[config.mk]
export PLATFORM = sky130hd
export DESIGN_NAME = drive_commissioning_sequencer_top
export DESIGN_NICKNAME = d
export VERILOG_FILES = /design/src/dcs_pkg.sv /design/src/drive_commissioning_sequencer_top.sv
export SDC_FILE = /design/constraint.sdc
export NUM_CORES = 1
export LEC_CHECK = 0
export BUFFER_PORTS_ARGS = -buffer_cell sky130_fd_sc_hd__buf_2
export CORE_MARGIN = 10
export CORE_UTILIZATION = 25
export CTS_BUF_LIST = sky130_fd_sc_hd__clkbuf_4 sky130_fd_sc_hd__clkbuf_8
export DETAILED_ROUTE_END_ITERATION = 6
export GPL_TIMING_DRIVEN = 0
export HOLD_SLACK_MARGIN = 0.05
export PLACE_DENSITY_LB_ADDON = 0.2
export SETUP_SLACK_MARGIN = 0.5
export SYNTH_ARGS = -nofsm -noshare
export SYNTH_HDL_FRONTEND = slang
export SYNTH_SLANG_ARGS = --single-unit
[constraint.sdc]
create_clock -name clk -period 4.2 [get_ports clk]
set_clock_uncertainty 0.1 [all_clocks]
set_input_delay 0.42 -clock clk [delete_from_list [all_inputs] [get_ports clk]]
set_output_delay 0.42 -clock clk [all_outputs]
set_load 0.01 [all_outputs]
[src/dcs_pkg.sv]
// Package for the drive commissioning sequencer: transaction types, drive
// states, status-word masks and the status-word decode function.
// No dependencies.
package dcs_pkg;

	localparam int JOINT_COUNT_DEF = 6;
	localparam int RETRY_W = 20;
	localparam logic [RETRY_W-1:0] RETRY_RESET = 20'd4000;

	localparam logic [2:0] ST_NOTREADY   = 3'd0;
	localparam logic [2:0] ST_SWDISABLED = 3'd1;
	localparam logic [2:0] ST_READY      = 3'd2;
	localparam logic [2:0] ST_SWITCHEDON = 3'd3;
	localparam logic [2:0] ST_ENABLED    = 3'd4;
	localparam logic [2:0] ST_QUICKSTOP  = 3'd5;
	localparam logic [2:0] ST_FAULTREACT = 3'd6;
	localparam logic [2:0] ST_FAULT      = 3'd7;

	localparam logic [15:0] MASK_4F = 16'h004F;
	localparam logic [15:0] MASK_6F = 16'h006F;

	localparam logic [15:0] SW_NOTREADY   = 16'h0000;
	localparam logic [15:0] SW_SWDISABLED = 16'h0040;
	localparam logic [15:0] SW_READY      = 16'h0021;
	localparam logic [15:0] SW_SWITCHEDON = 16'h0023;
	localparam logic [15:0] SW_ENABLED    = 16'h0027;
	localparam logic [15:0] SW_QUICKSTOP  = 16'h0007;
	localparam logic [15:0] SW_FAULTREACT = 16'h000F;
	localparam logic [15:0] SW_FAULT      = 16'h0008;

	localparam logic [15:0] CW_KEEP_SHUTDOWN = 16'h007E;
	localparam logic [15:0] CW_SET_SHUTDOWN  = 16'h0006;
	localparam logic [15:0] CW_KEEP_SWON     = 16'h0077;
	localparam logic [15:0] CW_SET_SWON      = 16'h0007;
	localparam logic [15:0] CW_KEEP_ENABLE   = 16'h007F;
	localparam logic [15:0] CW_SET_ENABLE    = 16'h000F;
	localparam logic [15:0] CW_FAULT_RESET   = 16'h0080;
	localparam logic [15:0] CW_KEEP_LOW      = 16'h00FF;

	typedef struct packed {
		logic        slave_operational;
		logic [15:0] drive_status;
		logic [15:0] ctrl_readback;
	} item_t;

	typedef struct packed {
		logic [2:0]  joint_index;
		logic        bring_up_phase;
		logic        write_control;
		logic [15:0] ctrl_cmd;
		logic [2:0]  drive_state;
		logic        all_enabled;
		logic        master_reset;
	} result_t;

	typedef struct packed {
		logic        hit;
		logic        wr;
		logic [15:0] ncw;
		logic [2:0]  st;
		logic        adv;
	} decode_t;

	// first match wins
	function automatic decode_t decode_status(input logic [15:0] sw, input logic [15:0] cw);
		decode_t d;
		logic [15:0] m4f;
		logic [15:0] m6f;
		m4f = sw & MASK_4F;
		m6f = sw & MASK_6F;
		d = '0;
		d.hit = 1'b1;
		if (m4f == SW_NOTREADY) begin
			d.st = ST_NOTREADY;
		end else if (m4f == SW_SWDISABLED) begin
			d.wr = 1'b1; d.ncw = (cw & CW_KEEP_SHUTDOWN) | CW_SET_SHUTDOWN; d.st = ST_SWDISABLED;
		end else if (m6f == SW_READY) begin
			d.wr = 1'b1; d.ncw = (cw & CW_KEEP_SWON) | CW_SET_SWON; d.st = ST_READY;
		end else if (m6f == SW_SWITCHEDON) begin
			d.wr = 1'b1; d.ncw = (cw & CW_KEEP_ENABLE) | CW_SET_ENABLE; d.st = ST_SWITCHEDON;
		end else if (m6f == SW_ENABLED) begin
			d.st = ST_ENABLED; d.adv = 1'b1;
		end else if (m6f == SW_QUICKSTOP) begin
			d.wr = 1'b1; d.ncw = (cw & CW_KEEP_ENABLE) | CW_SET_ENABLE; d.st = ST_QUICKSTOP;
		end else if (m4f == SW_FAULTREACT) begin
			d.wr = 1'b1; d.ncw = CW_FAULT_RESET; d.st = ST_FAULTREACT;
		end else if (m4f == SW_FAULT) begin
			d.wr = 1'b1; d.ncw = (cw & CW_KEEP_LOW) | CW_FAULT_RESET; d.st = ST_FAULT;
		end else begin
			d.hit = 1'b0;
		end
		return d;
	endfunction

endpackage

[src/drive_commissioning_sequencer_top.sv]
// Top level of the drive commissioning sequencer.
// Depends on dcs_pkg (transaction types, state codes, status decode).

// One transaction in, one result out, one transaction accepted per clock
// while item_stall is low. An item passes an input register and is decoded
// into the result register when the output advances, which presents its
// result; joint pointer, phase, retry counter and per-joint drive states
// are updated on that same edge. The two registers give two transactions
// of buffering; once both registers hold a transaction, result_stall
// reaches item_stall in the same cycle.
// The retry_cycles register (reset 4000) is written through cfg_valid/cfg_ready
// and is always ready.
module drive_commissioning_sequencer_top #(
	parameter int JOINT_COUNT = dcs_pkg::JOINT_COUNT_DEF
) (
	input  logic                        clk,
	input  logic                        arst_n,
	input  logic                        item_valid,
	output logic                        item_stall,
	input  dcs_pkg::item_t              item,
	output logic                        result_valid,
	input  logic                        result_stall,
	output dcs_pkg::result_t            result,
	input  logic                        cfg_valid,
	output logic                        cfg_ready,
	input  logic [dcs_pkg::RETRY_W-1:0] cfg_data
);

	localparam int PW = (JOINT_COUNT > 1) ? $clog2(JOINT_COUNT) : 1;
	localparam int XW = (PW > 3) ? PW : 3;
	localparam logic [PW:0] LAST_NEXT = (PW + 1)'(JOINT_COUNT);

	logic [dcs_pkg::RETRY_W-1:0] retry_cycles_q;
	logic [dcs_pkg::RETRY_W-1:0] retry_counter_q;
	logic [dcs_pkg::RETRY_W-1:0] cnt;
	logic                        phase_q;
	logic [PW-1:0]               ptr_q;
	logic [2:0]                  joint_states_q [JOINT_COUNT];

	dcs_pkg::item_t   item_s1;
	logic             valid_s1_q;
	dcs_pkg::result_t result_s2;
	logic             result_valid_q;

	logic             advance;
	logic             take_item;
	dcs_pkg::decode_t dec;
	dcs_pkg::result_t res;
	logic [2:0]       st_cur;
	logic [2:0]       st_new;
	logic [PW:0]      ptr_inc;
	logic             step;
	logic             wrap;
	logic [PW-1:0]    ptr_next;
	logic [XW-1:0]    ptr_ext;

	assign advance    = !result_valid_q || !result_stall;
	assign item_stall = valid_s1_q && !advance;
	assign take_item  = item_valid && !item_stall;
	assign cfg_ready  = 1'b1;

	assign result_valid = result_valid_q;
	assign result       = result_s2;

	always_comb begin
		dec      = dcs_pkg::decode_status(item_s1.drive_status, item_s1.ctrl_readback);
		st_cur   = joint_states_q[ptr_q];
		ptr_inc  = {1'b0, ptr_q} + (PW + 1)'(1);
		cnt      = retry_counter_q + dcs_pkg::RETRY_W'(1);
		step     = phase_q ? dec.adv : item_s1.slave_operational;
		wrap     = step && (ptr_inc == LAST_NEXT);
		ptr_next = wrap ? '0 : (step ? ptr_inc[PW-1:0] : ptr_q);
		st_new   = (phase_q && dec.hit) ? dec.st : st_cur;
		ptr_ext  = XW'(ptr_q);

		res                  = '0;
		res.joint_index      = ptr_ext[2:0];
		res.bring_up_phase   = phase_q;
		res.drive_state      = st_new;
		if (phase_q) begin
			res.write_control    = dec.wr;
			res.ctrl_cmd         = dec.ncw;
			res.all_enabled      = wrap;
		end else begin
			res.master_reset     = (cnt >= retry_cycles_q);
		end
	end

	always_ff @(posedge clk or negedge arst_n) begin
		if (!arst_n) begin
			valid_s1_q     <= 1'b0;
			result_valid_q <= 1'b0;
			retry_cycles_q <= dcs_pkg::RETRY_RESET;
			retry_counter_q <= '0;
			phase_q        <= 1'b0;
			ptr_q          <= '0;
			for (int i = 0; i < JOINT_COUNT; i++) begin
				joint_states_q[i] <= dcs_pkg::ST_NOTREADY;
			end
		end else begin
			if (cfg_valid && cfg_ready) begin
				retry_cycles_q <= cfg_data;
			end
			if (advance) begin
				valid_s1_q     <= take_item;
				result_valid_q <= valid_s1_q;
			end else if (take_item) begin
				valid_s1_q <= 1'b1;
			end
			if (advance && valid_s1_q) begin
				ptr_q <= ptr_next;
				if (phase_q) begin
					joint_states_q[ptr_q] <= st_new;
				end else begin
					if (wrap) begin
						phase_q <= 1'b1;
					end
					retry_counter_q <= res.master_reset ? '0 : cnt;
				end
			end
		end
	end

	always_ff @(posedge clk) begin
		if (take_item) begin
			item_s1 <= item;
		end
		if (advance && valid_s1_q) begin
			result_s2 <= res;
		end
	end

endmodule

* Yosys cells after proc, flatten, opt, wreduce, memory -nomap -nowiden
Cells that the tools add are included.
W data, S select, Z words.
** Storage, ports and cells
- Register bits after elaboration :: 105
- Latch bits :: 0
- RAM bits :: 0
- Memory bits (read-only) :: 0
- Input bits :: 58
- Output and inout bits :: 29
- Logic and storage cells :: 98
- Memories kept :: 0
** Operators by class
- Add/subtract/negate cells :: 2
- $mul :: 0
- Divide/modulo/power cells :: 0
- Magnitude comparators :: 3
- Equal/unequal tests :: 8
- Shift operators :: 0
- Mux-type cells :: 37
- Bitwise operators :: 2
- Reduce and logical (&&, ||, !) cells :: 21
** Operators by type and width (number)
- $mux W20 :: 7
- $mux W18 :: 2
- $mux W3 :: 8
- $add A20 B1 Y20 const B :: 1
- $ge A20 B20 Y1 :: 1
- $bwmux W18 :: 1
- $eq A6 B5 Y1 const B :: 3
- $mux W1 :: 17
- $logic_not A16 Y1 :: 1
- $eq A5 B4 Y1 const B :: 2
- $bmux W3 S3 :: 1
- $demux W3 S3 :: 1
- $reduce_or A8 Y1 :: 1
- $reduce_or A7 Y1 :: 1
- $eq A6 B3 Y1 const B :: 1
- $logic_and A1 B1 Y1 :: 6
- $reduce_and A2 Y1 :: 3
- $eq A5 B5 Y1 const B :: 1
- $add A3 B1 Y4 const B :: 1
- $eq A4 B3 Y1 const B :: 1
- $ge A4 B4 Y1 const B :: 1
- $logic_not A1 Y1 :: 4
- $lt A4 B1 Y1 const B :: 1
- $not A3 Y4 :: 1
- 5 further kinds :: 6

* Longest topological paths before layout
Gate-level depths: netlist of the first run.
- Depth after elaboration :: 12
- Gate-level depth with buffers :: 14
- Depth with buffers taken out :: 13

* Least setup slack after synthesis of the first run
No wires, ideal clock.
- Kind :: register to register
- Start :: reg retry_counter_q[0] (netlist bit)
- End :: reg result_s2 (netlist bit result[0]) (data pin)
- Setup time :: 0.255 ns
- Arrival time :: 2.790 ns
- Required time :: 3.845 ns
- Setup slack :: 1.056 ns
- Cell stages (with the launch flop) :: 14
- Path buffers :: 1
- Period minus slack after synthesis :: 3.144 ns
- Cells stage by stage :: dfrtp_1 -> ha_1 -> nand4_1 -> nor3_2 -> nand3_1 -> xnor2_1 -> ha_1 -> a21o_1 -> a21oi_1 -> nor2b_1 -> a2111o_1 -> or2_1 -> clkbuf_1 -> and2_1
** RTL lines
- from (decl) :: RTL line drive_commissioning_sequencer_top.sv:34 : logic [dcs_pkg::RETRY_W-1:0] retry_counter_q;
- from (signal assigned) :: RTL line drive_commissioning_sequencer_top.sv:118 : retry_counter_q <= res.master_reset ? '0 : cnt;
- to (signal assigned) :: RTL line drive_commissioning_sequencer_top.sv:129 : result_s2 <= res;
- to (decl) :: RTL line drive_commissioning_sequencer_top.sv:42 : dcs_pkg::result_t result_s2;

==> results of run 1 <==
layout by cell type, fill, tap and decap left out, types with 4 or more instances in the layout:
master,count
buf_2,61
nand2_1,58
dfrtp_1,56
edfxtp_1,32
inv_1,28
o21ai_0,28
mux2_2,22
ha_1,22
a21o_1,18
nor2_1,14
a211oi_1,13
nand3_1,12
xnor2_1,12
nand4_1,12
clkbuf_1,11
buf_4,11
a21oi_1,10
or3_1,10
and2_1,9
nand2b_1,9
conb_1,9
clkbuf_8,9
o31ai_1,6
dfstp_2,6
xor2_1,5
clkbuf_2,4
nor2b_1,4
report_power, final:
| part | internal (W) | switching, W | leakage (nW) |
|---|---|---|---|
| combinational | 0.000412 | 0.000525 | 1.42 |
| sequential | 0.00113 | 0.000134 | 1.11 |
| clock | 0.000286 | 0.000345 | 0.104 |
| total | 0.00183 | 0.00100 | 2.63 |
metal layers:
layer / vias to the layer above / wire [um] / GRT usage
met1: 1701 / 5380 / 0.108
met2: 65 / 5430 / 0.152
met3: 16 / 608 / 0.0319
li1: 1804 / - / -
met4: 0 / 191 / 0.0294
met5: - / 0 / 0
worst paths after layout:
kind,start,end
max in group asynchronous,arst_n,retry_counter_q[0]
min,arst_n,retry_cycles_q[0]
min reg2reg,valid_s1_q,result_valid
max,retry_counter_q[2],result[0]
min in group clk,item[4],item_s1[4]
max reg2reg,retry_counter_q[2],result[0]
worst max-delay path: cells and delay by family (launching register included):
family | cells | cell delay, ns
and+or+nand+nor | 5 | 1.11
xor gates and xnor gates | 1 | 0.17
adders and majority gates | 1 | 0.27
DFF | 1 | 0.33
AOI/OAI and AO/OA | 3 | 0.70
buffers and inverters | 3 | 0.52
cell type report:
type / instances / area [sq um]
fillers: 2081 / 13700
inverters: 28 / 105
clock buffers: 10 / 131
flip-flops and latches: 96 / 2570
well taps: 265 / 332
repair buffers: 59 / 310
multi-input cells: 322 / 2310
clock inverters: 6 / 70.1
plain buffers: 29 / 154
sequential cells by signal, summed over array words and instances, names as in the netlist:
| signal | cells |
|---|---|
| result | 18 |
| phase_q | 1 |
| joint_states_q | 18 |
| item_s1 | 14 |
| retry_cycles_q | 20 |
| retry_counter_q | 20 |
| valid_s1_q | 1 |
| result_valid | 1 |
| ptr_ext | 3 |
kinds of logic after synthesis:
group | count (synthesis) | synth area share
multiplexers | 26 | 0.0652
AND/OR/NAND/NOR | 147 | 0.150
other | 2 | 0.00149
XOR/XNOR | 20 | 0.0347
flip-flops | 96 | 0.509
buffers and inverters | 57 | 0.0508
AO/OA/AOI/OAI | 97 | 0.131
adder cells (fa/ha/maj) | 23 | 0.0570
timing repair:
action / in CTS / in global routing
hold buffers: 0 / 0
gates cloned: 0 / 0
pin swaps: 0 / 4
gates resized for setup: 3 / 12
setup endpoints to repair: 8 / 18
setup buffers: 0 / 1
stage by stage:
step / power (W) / util
6_report: 0.00283 / 0.304
5_1_grt: 0.00307 / 0.304
4_1_cts: 0.00285 / 0.301
3_5_place_dp: 0.00220 / 0.291
3_3_place_gp: 0.00217 / 0.289
2_1_floorplan: 0.00192 / -
==> impl_results.md, run 1 <==
* Synth warn at 0
* Pin slew with the least headroom to its limit at 0.921 ns
* Setup TNS at 0 ns
* CP Cell Sequence: clkbuf_2 > nand4_1 > or2_2 > clkbuf_1 > nor2_2 > xor2_2 > ha_1 > a21oi_1 > o21ai_0 > a2111o_1 > or2_1 > clkbuf_2 > and2_1
* Worst-Skew Late Latency at 0.39 ns
* Fmax at a little under 300 MHz
* Reg2reg setup slack at ~0.77 ns
* Startpoint types: register
* Residual DRC at 0
* CTS tree: built
* Crit path DAT at 3.49 ns
* Place WS at approximately 0.42 ns
* Final Hold Fails at 0
* DRT iter0 DRCs at 193
* Power per cell area at approximately 470 nW/um^2
* Initial antenna violation count at 0
* Distinct cells, synth at 56
* Drt wl/cell at approximately 14 um
* H-tree Lvls at 3
* Seq/Total Area, Yosys at 0.509
* Post-DRT Antenna Nets at 0
* CTS max path bufs at 2
* Dominant synthesized flop cell: dfrtp_1
* Slowest Stage Delay on Critical Path at around 0.46 ns
* Largest cells by area after synthesis: dfrtp_1 (29%), edfxtp_1 (19%), ha_1 (5.7%)
* Final Slew Violations at 0
* Clock root buffer: clkbuf_8
* Nets@finish at ~630
* Filler-free cell count of the finished design at roughly 820
* Final wirelength at 11600 um
* Number of CTS-inserted buffers at 9
* First-pass GRT wire length at around 19000 um
* Largest area contributor in the netlist: dfrtp_1
* Number of synthesized flops with an enable pin at 32
* Status: finished, final reports clean
* Final WS setup at 0.767 ns
* Ys async rst share at 0.667
* IO Pins at a little under 90
* Critical Path End Type: register
* Placed Cells at ~800
* Initial DRT Pass Iterations at 4
* Leakage power at 2.63 nW
* Fin crit share at 0.817
* # Max-Cap Violations at 0
* Post-route cell area at roughly 6000 sq um
* Die Footprint at ~26000 sq um
* CTS Sinks at 96
* Clock slew at reported path FFs at about 0.1 ns
* Site Rows at between 50 and 60
* Final antenna diode count at 0
* Area grow syn2layout at 18.5%
* Fraction of layout cells with a size suffix above 1 at 0.264
* Slew headroom at 0.378
* Netlist Area Pre-Place at between 5000 and 6000 sq um
* Minimum clock period at approximately 3.4 ns
* Mean post-synth cell area at around 11 sq um
* Final GP Congestion at slightly above 0.8
* I/O Buffers at 57
* Hold slack at 0.0242 ns
* Routed via count at about 3.6k
* Post-DP Area at 5710 sq um
* Initial Util at 0.257
* Number of vias per cell at roughly 4.4
* Final Setup Violations at 0
* Top-area cell type share of the netlist area at 0.288
* Aggregate global routing overflow at 0
* Synthesized instance count at ~470
* WS Path Type: register to register
* Largest net degree at the start of global routing at 65
* Commonest cells in the synthesized netlist: dfrtp_1 (58), nand2_1 (58), edfxtp_1 (32)
* Core Area at 19700 sq um
* Final HPWL DP at roughly 8600 um
* RSZ-0062 raised after global routing: false
* FF+latch count, synth at 96
* Number of global-route vias before repair at 3804
* Slowest cell on crit path: a2111o_1
* Hold crit path type: input port to async pin
* GRT Resource Usage Total at 0.0915
* Worst Reg2Reg Path Length in Cells at 13
* Die width at 162 um
* IR drop worst, VDD at 0.166 mV
* Die Span Y at roughly 160 um
* Critical Path RT at between 4 and 5 ns
* Largest fanout on the critical path at 8
* CP dominant cell by count: clkbuf_2
No activity file was read; power rests on OpenSTA's default activity.
==> run 2: changes to the inputs <==
- clock period: 4.2 -> 3.3 ns (I/O delays scaled with it)
==> run 2 against run 1 <==
Effect of this change: routed wire length grew 6.1%; combinational power is 59% higher; sequential power grew 27%; via count up 6.7%; power is 38% higher.
==> impl_results.md, run 2 (synthesis results as in run 1) <==
* Place WS at -0.290 ns
* CTS max path bufs at 2
* DRT iter0 DRCs at 180
* Residual DRC at 0
* Largest fanout on the critical path at 8
* GRT Resource Usage Total at 0.0966
* Final Hold Fails at 0
* Die Span Y at 162 um
* Leakage power at 2.92 nW
* Status: finished, final reports clean
* Crit-path leading delay family: simple AND/OR/NAND/NOR gates
* Final WS setup at between 0.01 and 0.015 ns
* Commonest non-fill, non-tap cell in the layout: buf_2
* Routed via count at 3828
* Critical Path RT at ~3.4 ns
* Worst-Skew Late Latency at 0.39 ns
* Die width at about 160 um
* Clock slew at reported path FFs at ~0.1 ns
* Site Rows at 51
* Drt wl/cell at ~14 um
* Slowest cell on crit path: a2111o_1
* IR drop worst, VDD at roughly 0.2 mV
* CP Cell Sequence: clkbuf_8 > nand4_1 > buf_4 > or2_4 > buf_6 > nor2_4 > xor2_2 > ha_1 > a21oi_2 > o21ai_1 > a2111o_1 > or2_1 > buf_8 > and2_4
* Reg2reg setup slack at roughly 0.015 ns
* H-tree Lvls at 3
* Initial DRT Pass Iterations at 4
* Largest registers: retry_counter_q x20, retry_cycles_q x20
* Power per cell area at roughly 600 nW/um^2
* WS Path Type: register to register
* Worst Hold End: retry_cycles_q[1]
* # Max-Cap Violations at 0
* Final GP Congestion at a little over 0.8
* Number of vias per cell at approximately 4.4
* Crit path DAT at 3.35 ns
* Post-DRT Antenna Nets at 0
* Nets@finish at 678
* Core Area at a little under 20000 sq um
* Number of CTS-inserted buffers at 9
* Setup TNS at 0 ns
* Hold crit path type: input port to register
* CTS Sinks at 96
* Fin crit share at 0.996
* Met3 GRT Util at 0.0369
* Hold Path Stages at 3
* Final Setup Violations at 0
* Final wirelength at 12300 um
* Worst Reg2Reg Path Length in Cells at 14
* Aggregate global routing overflow at 0
* Clock root buffer: clkbuf_8
* Slew headroom at 0.306
* Minimum clock period at about 3.3 ns
* Pin slew with the least headroom to its limit at 1.03 ns
* Slowest Stage Delay on Critical Path at around 0.46 ns
* Final HPWL DP at approximately 9000 um
* Commonest cells after routing, fill and taps aside: buf_2 (59), nand2_1 (58), dfrtp_1 (54)
* Number of global-route vias before repair at just over 4k
* RSZ-0062 raised after global routing: true
* CTS tree: built
* Met2 GRT Util at 0.160
* Initial antenna violation count at 0
* Final antenna diode count at 0
* Area grow syn2layout at 32.1%
* IO Pins at slightly below 90
* Initial Util at 0.257
* WP buf/inv at 4
* Startpoint types: register
* Gr busiest metal: met2
* GR Util met1 at 0.114
* I/O Buffers at 57
* Largest net degree at the start of global routing at between 60 and 70
* Fraction of layout cells with a size suffix above 1 at 0.319
* First-pass GRT wire length at 20700 um
* Die Footprint at ~26000 sq um
* Hold path start: cfg_data[1]
* Filler Cells Inserted at ~2.0k
* Critical Path End Type: register
* Fmax at 304 MHz
* FF-to-FF End: result[0]
* Final Slew Violations at 0
* R2R Path Start: retry_counter_q[5]
run 2: routing by layer:
layer	part of all wire	wire length, um
met1	0.45	5520
met2	0.48	5950
met3	0.054	669
met4	0.014	174
met5	0	0
run 2: how the worst max path moves through the flow:
stage,slack [ns],to,start,cells after the start
2_1_floorplan,0.28,result[0],retry_counter_q[5],13
3_3_place_gp,-0.65,retry_counter_q[7],result_valid,6
4_1_cts,0.04,result[0],retry_counter_q[2],13
6_report,0.01,result[0],retry_counter_q[5],14
3_5_place_dp,-0.29,result[0],retry_counter_q[1],12
5_1_grt,-0.08,result[0],retry_counter_q[5],14
run 2: worst min-delay path: cells and delay by family:
family | cells | cell delay (ns)
AOI/OAI and AO/OA | 1 | 0.07
buffers and inverters | 1 | 0.08
and+or+nand+nor | 1 | 0.04
run 2: timing repair:
action / CTS / global route
endpoints found under the hold margin: 88 / 0
buffers inserted: 19 / 3
hold buffers: 31 / 0
gates resized for setup: 39 / 9
setup endpoints to repair: 21 / 21
pin swaps: 24 / 17
run 2: report_power, final:
part	switching, W	internal [W]
Sequential	0.000167	0.00144
Clock	0.000457	0.000365
Combinational	0.000760	0.000729
run 2: layout make-up:
type                    count  area (sq um)  area share
repair buffers            111           778       0.117
multi-input cells         322          2440       0.367
plain buffers              29           221      0.0332
inverters                  28           105      0.0158
well taps                 265           332      0.0498
clock inverters             7          83.8      0.0126
flip-flops and latches     96          2570       0.386
clock buffers               9           124      0.0186
run 2: metrics by stage:
step / hold slack (ns) / instance area (sq um) / power, W / util / instances
2_1_floorplan: -0.0656 / 5130 / 0.00248 / - / 475
3_3_place_gp: 0.352 / 5740 / 0.00281 / 0.292 / 797
3_5_place_dp: 0.371 / 5770 / 0.00284 / 0.293 / 798
4_1_cts: 0.0514 / 6610 / 0.00396 / 0.336 / 864
5_1_grt: 0.0561 / 6660 / 0.00422 / 0.339 / 867
6_report: 0.0762 / 6660 / 0.00392 / 0.339 / 867
==> run 3: changes to the inputs <==
- ABC_AREA: default -> 1
==> run 3 against run 2 <==
Effect of this change: via count is 15% higher; utilization grew 0.21 points; register-to-register slack better by 0.43 ns; count of clock-buffer cells in the layout increased by 1; critical path type unchanged; critical endpoint is now retry_counter_q[18]; highest routed layer unchanged.
==> impl_results.md, run 3 <==
* Fraction of layout cells with a size suffix above 1 at 0.251
* Critical path startpoint: retry_counter_q[0]
* Core Area at 20400 sq um
* Commonest non-fill, non-tap cell in the layout: nand2_1
* Aggregate global routing overflow at 0
* Minimum clock period at 2.86 ns
* Hold crit path type: input port to register
* Final Setup Violations at 0
* # Max-Cap Violations at 0
* Final wirelength at around 13000 um
* DRT iter0 DRCs at 248
* Die width at 165 um
* CTS tree: built
* Clock slew at reported path FFs at ~0.1 ns
* Synth warn at 0
* Die Footprint at between 20000 and 30000 sq um
* Initial Util at 0.257
* CP dominant cell by count: buf_4
* Commonest cells after routing, fill and taps aside: nand2_1 (222), inv_1 (86), buf_2 (57)
* Netlist Area Pre-Place at 5240 sq um
* CTS Sinks at 96
* Residual DRC at 0
* First-pass GRT wire length at 21700 um
* Seq/Total Area, Yosys at 0.490
* Dominant synthesized flop cell: dfrtp_1
* Initial DRT Pass Iterations at 7
* CTS max path bufs at 2
* Number of global-route vias before repair at approximately 4.5k
* Leakage power at 3.53 nW
* Drt wl/cell at ~12 um
* CP Cell Sequence: ha_2 > nand2_2 > nor2_4 > nand2_4 > nor2_4 > nand3_2 > nand2_2 > nand2_2 > buf_4 > buf_4 > buf_4 > buf_4 > buf_4 > buf_4 > buf_4 > buf_4 > buf_4 > buf_4 > nor2_4 > nand2_2 > nand2_1
* Critical Path End Type: register
* Filler Cells Inserted at 2179
* CP Capture Point: retry_counter_q[18]
* Critical Path RT at between 3 and 4 ns
* FF-to-FF End: retry_counter_q[18]
* Critical path depth at 21
* Slowest Stage Delay on Critical Path at ~0.39 ns
* Slowest cell on crit path: dfrtp_1
* GRT Resource Usage Total at 0.0997
* Worst Reg2Reg Path Length in Cells at 21
* Status: finished, final reports clean
* Pin slew with the least headroom to its limit at 0.853 ns
* Slew headroom at 0.431
* Largest fanout on the critical path at 5
* I/O Buffers at 57
* Fin crit share at 0.866
* R2R Path Start: retry_counter_q[0]
* Reg2reg setup slack at 0.44 ns
* Clock root buffer: clkbuf_8
* Routed via count at 4409
* H-tree Lvls at 3
* Largest area contributor in the netlist: dfrtp_1
* Die Span Y at 165 um
* Commonest cells in the synthesized netlist: nand2_1 (241), inv_1 (90), dfrtp_1 (58)
* Number of synthesized flops with an enable pin at 32
* Startpoint types: register
* Crit path DAT at 3.07 ns
* Fin util at 0.341
* Count leader, synth: nand2_1
* Power per cell area at 396 nW/um^2
* FF+latch count, synth at 96
* Final GP Congestion at a little under 0.8
* Site Rows at 52
* Fmax at 350 MHz
* Post-DRT Antenna Nets at 0
* IR drop worst, VDD at about 0.21 mV
* Final Slew Violations at 0
* WP buf/inv at 10
* Largest registers: retry_counter_q x20, retry_cycles_q x20
* Number of CTS-inserted buffers at 9
* Final Hold Fails at 0
* WS Path Type: register to register
* Final HPWL DP at 9100 um
* Area grow syn2layout at 32.9%
* Mean post-synth cell area at about 8.0 sq um
* Number of vias per cell at slightly above 4
* Largest net degree at the start of global routing at 65
* Top-area cell type share of the netlist area at 0.277
* Setup TNS at 0 ns
* Initial antenna violation count at 0
* Synthesized instance count at approximately 660
* Ys async rst share at 0.667
* Distinct cells, synth at 37
* Final antenna diode count at 0
* Nets@finish at slightly below 900
* Crit-path leading delay family: buffers and inverters
* Largest cells by area after synthesis: dfrtp_1 (28%), edfxtp_1 (18%), nand2_1 (17%)
* Worst-Skew Late Latency at 0.38 ns
* RSZ-0062 raised after global routing: true
* IO Pins at 87
[run 3: cell count changes after synthesis, sizes merged, moves of 9 or more]
cell and change:
nand2 +191, inv +66, nor2 +46, mux2 -21, a21o -17, nand3 +16
a211oi -13, or3 -11, xnor2 -10, clkbuf -9, nand2b -9
[run 3: cell type report]
type,count,area [sq um],area share
buffer,18,114,0.0163
clock buffer,10,131,0.0188
clock inverter,6,92.6,0.0133
inverter,94,353,0.0506
multi-input combinational,458,2490,0.358
sequential,96,2570,0.369
tap,270,338,0.0485
timing repair buffer,124,875,0.125
[run 3: worst min path at each step]
stage          slack (ns)                  to  cells past startpoint         start
5_1_grt              0.06   retry_cycles_q[0]                      2   cfg_data[0]
4_1_cts              0.05  retry_cycles_q[10]                      3  cfg_data[10]
3_5_place_dp         0.34          result[25]                      0    ptr_ext[2]
2_1_floorplan       -0.07   joint_states_q[0]                      0        arst_n
3_3_place_gp         0.33          result[25]                      0    ptr_ext[2]
6_report             0.07   retry_cycles_q[1]                      3   cfg_data[1]
[run 3: logic make-up (layout without fill, tap and decap cells)]
family / after synthesis / count (layout) / share of synthesized area
DFF: 96 / 96 / 0.490
xor gates and xnor gates: 14 / 14 / 0.0234
other: 2 / 9 / 0.00143
muxes: 1 / 1 / 0.00215
AOI/OAI and AO/OA: 50 / 50 / 0.0501
adders and majority gates: 23 / 23 / 0.0549
and+or+nand+nor: 361 / 361 / 0.289
buffers and inverters: 112 / 252 / 0.0890
[run 3: per-stage QoR]
step / worst slack (ns) / instance area [sq um] / std cells / power (W) / hold slack (ns)
after floorplan: 0.741 / 5270 / 666 / 0.00169 / -0.0656
after global placement: 0.241 / 5890 / 993 / 0.00184 / 0.333
after detailed placement: 0.227 / 5900 / 993 / 0.00184 / 0.337
after CTS: 0.435 / 6580 / 1055 / 0.00279 / 0.0515
after global routing: 0.199 / 6970 / 1076 / 0.00294 / 0.0638
final: 0.441 / 6970 / 1076 / 0.00276 / 0.0731
[run 3: timing repair]
| action | in CTS | in global routing |
|---|---|---|
| gates resized for setup | 14 | 50 |
| pin swaps | 15 | 32 |
| setup endpoints to repair | 17 | 39 |
| gates cloned | 1 | 0 |
| setup buffers | 16 | 21 |
| hold endpoints to repair | 86 | 0 |
| hold buffers | 29 | 0 |
[run 3: power breakdown]
part / total, W / switching (W) / internal [W]
sequential: 0.00142 / 0.0000591 / 0.00136
clock: 0.000893 / 0.000452 / 0.000441
combinational: 0.000450 / 0.000278 / 0.000172
total: 0.00276 / 0.000789 / 0.00197
[run 3: worst register-to-register path, cell delays in order, from the launching register on]
cell     delay, ns
dfrtp_1       0.39
ha_2          0.20
nand2_2       0.06
nor2_4        0.14
nand2_4       0.10
nor2_4        0.17
nand3_2       0.10
nand2_2       0.08
nand2_2       0.07
buf_4         0.14
buf_4         0.12
buf_4         0.12
buf_4         0.12
buf_4         0.12
buf_4         0.12
buf_4         0.12
buf_4         0.12
buf_4         0.12
buf_4         0.13
nor2_4        0.09
nand2_2       0.05
nand2_1       0.05
[run 3: routing by layer]
layer | vias to the layer above | global-route usage | part of all wire
met2 | 65 | 0.161 | 0.47
met1 | 2013 | 0.130 | 0.48
li1 | 2320 | - | -
met5 | - | 0 | 0
met3 | 11 | 0.0182 | 0.032
met4 | 0 | 0.0374 | 0.015
